### config.mk
export PLATFORM = sky130hd
export DESIGN_NAME = hwe_alu
export DESIGN_NICKNAME = d
export VERILOG_FILES = /design/src/rtl/core/hwe_pkg.sv /design/src/rtl/core/hwe_alu.sv
export SDC_FILE = /design/constraint.sdc
export NUM_CORES = 1
export LEC_CHECK = 0
export BUFFER_PORTS_ARGS = -buffer_cell sky130_fd_sc_hd__buf_2
export CORE_MARGIN = 2
export CORE_UTILIZATION = 49
export CTS_CLUSTER_DIAMETER = 100
export DETAILED_ROUTE_END_ITERATION = 6
export GPL_ROUTABILITY_DRIVEN = 0
export HOLD_SLACK_MARGIN = 0.1
export PLACE_DENSITY = 0.7
export SYNTH_ARGS = -nofsm -noshare
export SYNTH_HDL_FRONTEND = slang
export SYNTH_SLANG_ARGS = --single-unit
### constraint.sdc
create_clock -name clk_i -period 5.16 [get_ports clk_i]
set_clock_uncertainty 0.05 [all_clocks]
set_input_delay 1.548 -clock clk_i [delete_from_list [all_inputs] [get_ports clk_i]]
set_output_delay 1.548 -clock clk_i [all_outputs]
set_load 0.05 [all_outputs]
### src/rtl/core/hwe_pkg.sv
// ----------------------------------------------------------------------------
// hwe_pkg
// Shared types and fixed constants of the Hardy-Weinberg exact test block.
// ----------------------------------------------------------------------------
`default_nettype none

package hwe_pkg;

  // Genotype count width and fixed-point formats
  localparam int unsigned CNT_W     = 13;
  localparam int unsigned FRAC_W    = 32;
  localparam int unsigned ENTRY_W   = 48;
  localparam int unsigned THR_SHIFT = 27;

  localparam logic [FRAC_W-1:0]  Q31_ONE   = 32'h8000_0000;
  localparam logic [ENTRY_W-1:0] ENTRY_ONE = 48'h8000_0000_0000;
  localparam logic [ENTRY_W-1:0] ENTRY_MAX = 48'hFFFF_FFFF_FFFF;

  // Shared arithmetic unit operations
  typedef enum logic {
    ALU_MUL,
    ALU_DIV
  } alu_op_e;

  typedef struct packed {
    logic    start;
    alu_op_e op;
  } alu_ctrl_t;

  // Sequencer states
  typedef enum logic [4:0] {
    ST_IDLE,
    ST_CHECK,
    ST_OBS,
    ST_EXP_A,
    ST_EXP_B,
    ST_EXP_DIV,
    ST_MID_MUL,
    ST_MID_DIV,
    ST_MID_FIX,
    ST_UP_CHK,
    ST_UP_RC,
    ST_UP_DEN,
    ST_UP_MUL,
    ST_UP_DIV,
    ST_DN_CHK,
    ST_DN_NUM,
    ST_DN_DEN,
    ST_DN_MUL,
    ST_DN_DIV,
    ST_OBS_RD,
    ST_OBS_WAIT,
    ST_SW_RD,
    ST_SW_ACC,
    ST_P_PREP,
    ST_P_DIV,
    ST_DONE
  } state_e;

endpackage

`default_nettype wire

### src/rtl/core/hwe_alu.sv
// ----------------------------------------------------------------------------
// hwe_alu
// Shared iterative unit: shift-add multiply (one multiplier bit per cycle)
// and restoring divide (one quotient bit per cycle).
// ----------------------------------------------------------------------------
`default_nettype none

module hwe_alu #(
  parameter int unsigned DW = 92,
  parameter int unsigned PW = 30
) (
  input  logic              clk_i,
  input  logic              rst_ni,
  input  hwe_pkg::alu_ctrl_t ctrl_i,
  input  logic [DW-1:0]     a_i,
  input  logic [DW-1:0]     b_i,
  output logic              done_o,
  output logic [DW-1:0]     res_o
);

  import hwe_pkg::*;

  localparam int unsigned CW = $clog2(DW + 1);

  logic          busy_q;
  logic          done_q;
  logic [CW-1:0] cnt_q;
  alu_op_e       op_q;
  logic [DW-1:0] acc_q;   // product or remainder
  logic [DW-1:0] opa_q;   // multiplicand or dividend/quotient
  logic [DW-1:0] opb_q;   // multiplier or divisor

  logic [DW:0]   rem_s;
  logic          ge;
  logic [DW:0]   rem_diff;
  logic [DW-1:0] mul_next;

  // One step of each operation
  always_comb begin
    rem_s    = {acc_q, opa_q[DW-1]};
    ge       = rem_s >= {1'b0, opb_q};
    rem_diff = rem_s - {1'b0, opb_q};
    mul_next = {acc_q[DW-2:0], 1'b0} + (opb_q[PW-1] ? opa_q : '0);
  end

  // Control
  always_ff @(posedge clk_i or negedge rst_ni) begin
    if (!rst_ni) begin
      busy_q <= 1'b0;
      done_q <= 1'b0;
      cnt_q  <= '0;
      op_q   <= ALU_MUL;
    end else begin
      done_q <= 1'b0;
      if (ctrl_i.start) begin
        busy_q <= 1'b1;
        op_q   <= ctrl_i.op;
        cnt_q  <= (ctrl_i.op == ALU_MUL) ? CW'(PW) : CW'(DW);
      end else if (busy_q) begin
        cnt_q <= cnt_q - 1'b1;
        if (cnt_q == CW'(1)) begin
          busy_q <= 1'b0;
          done_q <= 1'b1;
        end
      end
    end
  end

  // Datapath
  always_ff @(posedge clk_i) begin
    if (ctrl_i.start) begin
      acc_q <= '0;
      opa_q <= a_i;
      opb_q <= (ctrl_i.op == ALU_MUL) ? {b_i[PW-1:0], {(DW-PW){1'b0}}} >> (DW - PW)
                                      : b_i;
    end else if (busy_q) begin
      if (op_q == ALU_MUL) begin
        acc_q <= mul_next;
        opb_q <= {opb_q[DW-2:0], 1'b0};
      end else begin
        acc_q <= ge ? rem_diff[DW-1:0] : rem_s[DW-1:0];
        opa_q <= {opa_q[DW-2:0], ge};
      end
    end
  end

  assign done_o = done_q;
  assign res_o  = (op_q == ALU_MUL) ? acc_q : opa_q;

endmodule

`default_nettype wire

==> results by group, run 1 <==
Critical path
  • Worst Path Max Fanout: 38
  • Worst Setup Path Type: flop to flop
  • Max stage delay on crit path: about 0.54 ns
  • WP buf/inv: 2
  • Data required time of the critical path: 5.54 ns
  • Crit path depth: 14
  • CP delay by family, top: simple AND/OR/NAND/NOR gates
  • Crit path cell chain: inv_1, ha_1, nand4_2, nor4_1, nand4_1, nor3b_2, a2111o_1, o21ai_2, a211oi_4, a31o_4, buf_12, mux2_2, a21oi_1, nor3_1
  • Slowest cell on crit path: nor4_1
  • Cells on worst reg2reg path: 14
  • Crit end category: flop
  • CP startpoint kind: flop
  • Worst EP arrival: 5.33 ns

Clock network
  • Worst-Skew Late Latency: 0.57 ns
  • H-tree Lvls: 2
  • CTS Sinks: approximately 290
  • Worst-path clk slew: 0.06 ns
  • CTS tree: done
  • Cts bufs inserted: 37
  • CTS max path bufs: 3
  • CTS Root Cell: clkbuf_16
  • Cts hold-fix bufs: 0

Final layout
  • Area growth from synthesis to layout: 12.2%
  • Post-Layout Cell Count: ~4,100
  • Util after Layout: between 50% and 60%
  • Final net count: around 3,700
  • Number of diodes: 0
  • Share of layout cells above drive strength 1: between 10% and 20%

Die
  • Cell Rows: 84
  • Core area: around 0.053 mm2
  • DIE HEIGHT: around 240 um
  • Io pins: around 280
  • Die area: 0.0555 mm2
  • Die Span X: 236 um
  • Initial core utilization: 49.8%

Synthesis
  • Post-Syn Area: approximately 0.026 mm2
  • Synthesized instance count: 3,200
  • Count of flip-flops with a built-in enable after synthesis: 184
  • Count leader, synth: nand2_1
  • Yosys top cell area share: between 20% and 30%
  • #FFs+latches synth: ~290
  • Seq/Total Area, Yosys: 29.0%
  • Area leader, netlist: edfxtp_1
  • Post-Syn Area per Cell: 8.22 um2
  • Post-synth cell types: 94
  • Cells taking the most area after synthesis: edfxtp_1, ha_1, mux2_2, dfxtp_1, o21ai_0
  • Top FF cell, synth: edfxtp_1
  • Syn nets: around 3,600
  • Top post-synthesis cells by count: nand2_1, o21ai_0, a21oi_1
  • Yosys warnings: 0
  • Async S/R FF share, synth: 3.50%

Timing
  • Setup TNS: 0 ns
  • Final setup fails: 0
  • Fmax: 0.202 GHz
  • RSZ-0062 raised after global routing: false
  • Final Cycle Share: 96.0%
  • Final worst slack: ~0.21 ns
  • Crit path time final: 4.95 ns
  • Rel. slew slack: 31.2%
  • Slew @ Worst Pin: 1.03 ns
  • Final-report max-slew violation count: 0
  • Fin. Hold Viols: 0

Place
  • I/O Buffers: between 200 and 300
  • Place WS: ~0.074 ns
  • DP Wirelength: ~70,000 um
  • Placed insts: between 4,000 and 5,000

Route
  • Pre-antenna DRT Iters: 6
  • Routed Antenna Nets: 0
  • Drt total wl: between 90,000 and 100,000 um
  • Via count: 25,800
  • DRT iter0 DRCs: 3,143
  • Vias per inst: between 6 and 7
  • WL per Instance: 22.2 um
  • DRC: 0

Pwr
  • Total power: 0.0173 W
  • Leakage: 12.5 nW
  • Max VDD drop: 283 uV
  • Pwr/cell area: roughly 590 mW/mm2

GRT
  • First-pass GRT wire length: 140,000 um
  • All-Layer GR Usage: 31.7%
  • Largest net degree at the start of global routing: 170
  • Vias in the first global route: 24,600
  • GRT overflow: 0
  • Initial antenna violation count: 1

Min path
  • WHS Path Cells: 2
  • Hold Crit Class: flop to flop

Job
  • Max Cap Viol: 0

Outcome
  • Status: completed
## where the power goes
| part | internal, W | leakage (nW) | switching, W |
|---|---|---|---|
| combinational | 0.00388 | 9.12 | 0.00702 |
| sequential | 0.00298 | 2.80 | 0.000710 |
| clock | 0.00163 | 0.591 | 0.00107 |
## cell type report
| type | instances | area, um2 |
|---|---|---|
| Clock inverter | 13 | 168 |
| Clock buffer | 55 | 1070 |
| Timing Repair Buffer | 337 | 1940 |
| Inverter | 141 | 529 |
| Multi-Input combinational cell | 2571 | 17300 |
| Sequential cell | 286 | 7620 |
| Fill cell | 4980 | 23300 |
| Tap cell | 688 | 861 |
## cell usage in the layout, fill, tap and decap left out, types with 14 or more instances in the layout
master     instances
nor2b_1           24
a21o_1            84
inv_1            139
and2_1            95
nor4_1            20
o211ai_1          27
a211oi_1          57
nand2b_1          22
xnor2_1           81
nand2_1          359
nand4_1           89
nor2_1           227
and3_1            22
nand3_1           44
dfxtp_1           92
clkbuf_16         39
buf_2            279
edfxtp_1         184
o31ai_1           23
mux2_2           195
ha_1             184
xor2_1            91
o21bai_1          24
a21boi_0          14
a31oi_1           36
a21oi_1          259
o21ai_0          308
o21a_1            25
nor3_1            50
buf_4             49
## flip-flops by register name, indices dropped and copies added, names as in the netlist
name	cells
opa_q	92
done_o	1
cnt_q	7
opb_q	92
op_q	1
acc_q	92
busy_q	1
## cells by family (layout without fill, tap and decap cells)
kind of cell	count (synthesis)	after routing	synth area share (%)
and+or+nand+nor	1000	1000	18.0
AOI/OAI and AO/OA	1007	1007	24.3
xor gates and xnor gates	172	172	5.73
buffers and inverters	343	546	5.36
muxes	206	206	8.77
adders and majority gates	186	186	8.90
DFF	286	286	29.0
## final timing paths
kind	startpoint	end	slack, ns
max	opb_q[57]$_DFFE_PP_	acc_q[51]$_SDFFE_PP0P_	0.21
min	acc_q[1]$_SDFFE_PP0P_	acc_q[1]$_SDFFE_PP0P_	0.48
max reg2reg	opb_q[57]$_DFFE_PP_	acc_q[51]$_SDFFE_PP0P_	0.21
min reg2reg	acc_q[1]$_SDFFE_PP0P_	acc_q[1]$_SDFFE_PP0P_	0.48
max in group asynchronous	rst_ni	op_q$_DFFE_PN0P_	4.03
min in group asynchronous	rst_ni	cnt_q[5]$_DFFE_PN0P_	0.80
## timing repair
item                                    CTS  global route
buffers inserted                          0             0
endpoints found under the setup margin    0            25
gates resized for setup                   0             2
## metrics by stage
stage	hold slack, ns	instance area [um2]
3_5_place_dp	0.478	28300
5_1_grt	0.514	29500
4_1_cts	0.483	29500
3_3_place_gp	0.468	28300
6_report	0.481	29500
2_1_floorplan	0.423	26300
## worst register-to-register path: cells and delay by family (launching register included)
kind | cells | cell delay (ns)
AO/OA/AOI/OAI | 5 | 1.51
adder cells (fa/ha/maj) | 1 | 0.47
buffers and inverters | 2 | 0.31
flip-flops | 1 | 0.32
multiplexers | 1 | 0.41
AND/OR/NAND/NOR | 5 | 1.77
## layer usage
layer  vias to the layer above  global-route usage, %  wire length [um]  share of wire, %
met2                      1266                   51.1             41100                45
met3                       203                   6.63              8650               9.5
li1                      12100                      -                 -                 -
met4                         2                   11.8              3340               3.7
met1                     12200                   41.7             37800                42
met5                         -                      0                13             0.014
(Power assumes the default switching activity.)
==> run 2, diff against run 1 <==
- PLACE_DENSITY: 0.7 -> 0.8
==> run 2 against run 1 <==
Compared with the run above:
- cell count fell by 0.44%
- fmax rose by 7.2%
- flip-flop and latch count did not move
- count of clock-buffer cells in the layout fell by 9
- clock power fell by 5%
- setup slack better by 0.33 ns
- utilization decreased by 0.44 points
- wire length shrank 2.1%
- largest cell class unchanged
- die area unchanged
==> results by group, run 2 (synthesized netlist as in run 1, its figures left out) <==
Route
  • DRT iter0 DRCs: between 3,000 and 4,000
  • Vias per inst: roughly 6.4
  • Max Used Layer: met4
  • DRC: 0
  • Pre-antenna DRT Iters: 6
  • DR WL met3: between 10,000 and 15,000 um
  • Met1 WL: 36,900 um
  • Met2 wire len: 37,500 um
  • Via count: around 26,000
  • Drt total wl: 89,000 um
  • Routed Antenna Nets: 0
  • WL per Instance: 21.9 um

Clock network
  • CTS Root Cell: clkbuf_16
  • Cts hold-fix bufs: 0
  • Worst-Skew Late Latency: between 0.5 and 0.6 ns
  • H-tree Lvls: 2
  • Post-CTS Setup Inserts: 0
  • Cts bufs inserted: 36
  • CTS Sinks: 286
  • # resized after CTS: 0
  • CTS tree: done
  • CTS max path bufs: 3
  • Worst-path clk slew: 0.06 ns

Critical path
  • Reg2reg end: acc_q[83]$_SDFFE_PP0P_
  • Crit path cell chain: inv_1, ha_1, a21oi_1, a21oi_1, o21ai_0, a21oi_1, o2111ai_1, a21oi_1, o22ai_1, o21ai_1, a311oi_1, xor2_1, a2111oi_2
  • CP most frequent cell: a21oi_1
  • WP buf/inv: 1
  • Worst Setup Path Type: flop to flop
  • CP startpoint: opb_q[2]$_DFFE_PP_
  • Data required time of the critical path: around 5.6 ns
  • Crit end category: flop
  • R2r setup slk: 0.54 ns
  • Worst Path Max Fanout: 6
  • CP delay by family, top: compound AO/OA/AOI/OAI gates
  • Crit path depth: 13
  • Cells on worst reg2reg path: 13
  • Worst EP arrival: 5.04 ns
  • Worst setup endpoint: acc_q[83]$_SDFFE_PP0P_
  • CP startpoint kind: flop
  • Slowest cell on crit path: o22ai_1
  • Max stage delay on crit path: 0.62 ns
  • FF-to-FF Start: opb_q[2]$_DFFE_PP_

Timing
  • Final setup fails: 0
  • Final worst slack: 0.541 ns
  • Setup TNS: 0 ns
  • Crit path time final: 4.62 ns
  • Slew @ Worst Pin: 1.12 ns
  • Fin. Hold Viols: 0
  • RSZ-0062 raised after global routing: false
  • Final-report max-slew violation count: 0
  • Final Cycle Share: between 80% and 90%
  • Rel. slew slack: 25.1%
  • Fmax: 0.217 GHz

Die
  • Cell Rows: 84
  • DIE HEIGHT: 236 um
  • Io pins: 281
  • Die Span X: 236 um
  • Core area: 0.0529 mm2
  • Die area: 0.0555 mm2
  • Initial core utilization: approximately half

GRT
  • First-pass GRT wire length: ~140,000 um
  • Largest net degree at the start of global routing: 82
  • GRT overflow: 0
  • All-Layer GR Usage: 30.9%
  • Initial antenna violation count: 0
  • Vias in the first global route: about 24,000

Place
  • Placed cell area: approximately 0.028 mm2
  • I/O Buffers: 280
  • Placed insts: 4,008
  • DP Wirelength: 67,800 um
  • Place WS: 0.766 ns

Pwr
  • Psw: 0.00874 W
  • Power share of the clock group: 15.0%
  • Logic pwr share: 63.3%
  • Leakage: 12.4 nW
  • Sequential power share: a little over a fifth
  • Max VDD drop: 401 uV
  • Sw frac: 51.3%
  • Pwr/cell area: 581 mW/mm2
  • Cell internal pwr: 0.00828 W

Final layout
  • Share of layout cells above drive strength 1: 18.6%
  • Post-Layout Cell Count: 4,073
  • Area growth from synthesis to layout: 11.3%
  • Fillers: around 4,800
  • Most common library cell in the layout ignoring fill and taps: nand2_1
  • Util after Layout: 55.4%
  • Final instance area: 0.0293 mm2
  • Final net count: 3,732
  • Largest registers: acc_q (92), opa_q (92), opb_q (92)
  • Most frequent cells in the layout: nand2_1, o21ai_0, buf_2

Min path
  • Hold Crit Class: flop to flop
  • WHS Path Cells: 2

Outcome
  • Status: completed

Job
  • Max Cap Viol: 0
## run 2: cell types whose count changed in the layout (fill, tap and decap cells not counted), sizes merged
cell	change
clkinv	+8
buf	-15
bufinv	-1
clkinvlp	-2
diode	+1
clkbuf	-9
## run 2: stage by stage
step,total power [W],hold slack (ns)
3_3_place_gp,0.0139,0.453
4_1_cts,0.0167,0.476
3_5_place_dp,0.0140,0.467
2_1_floorplan,0.0114,0.423
5_1_grt,0.0179,0.498
6_report,0.0170,0.478
## run 2: power groups by stage
stage	clock network, W	logic (W)	registers (W)
finish	0.00256	0.0108	0.00369
global route	0.00265	0.0116	0.00373
CTS	0.00258	0.0104	0.00365
detailed placement	0	0.0103	0.00369
global placement	0	0.0103	0.00368
floorplan	0	0.00800	0.00337
## run 2: worst reg2reg max path, delay by kind of cell, from the launching register on
family	cells	cell delay (ns)
fa+ha+maj	1	0.29
flops	1	0.36
compound gates	10	3.59
buf+inv	1	0.09
xor+xnor	1	0.15
## run 2: worst min path at each step
stage | startpoint | end
floorplan | acc_q[1]$_SDFFE_PP0P_ | acc_q[1]$_SDFFE_PP0P_
global placement | acc_q[1]$_SDFFE_PP0P_ | acc_q[1]$_SDFFE_PP0P_
detailed placement | acc_q[1]$_SDFFE_PP0P_ | acc_q[1]$_SDFFE_PP0P_
CTS | acc_q[1]$_SDFFE_PP0P_ | acc_q[1]$_SDFFE_PP0P_
global route | acc_q[1]$_SDFFE_PP0P_ | acc_q[1]$_SDFFE_PP0P_
finish | acc_q[1]$_SDFFE_PP0P_ | acc_q[1]$_SDFFE_PP0P_
## run 2: per-layer routing
metal | GRT usage (%) | vias to the layer above
li1 | - | 12100
met1 | 41.9 | 12100
met2 | 46.7 | 1670
met3 | 7.89 | 281
met4 | 12.6 | 0
met5 | 0 | -
## run 2: layout make-up
cell class | instances | area, um2 | area share (%)
tap | 688 | 861 | 2.94
antenna | 1 | 2.50 | 0.00854
sequential | 286 | 7620 | 26.0
inverter | 141 | 529 | 1.81
clock buffer | 46 | 981 | 3.35
multi-input combinational | 2571 | 17300 | 59.1
clock inverter | 18 | 169 | 0.577
timing repair buffer | 322 | 1800 | 6.15
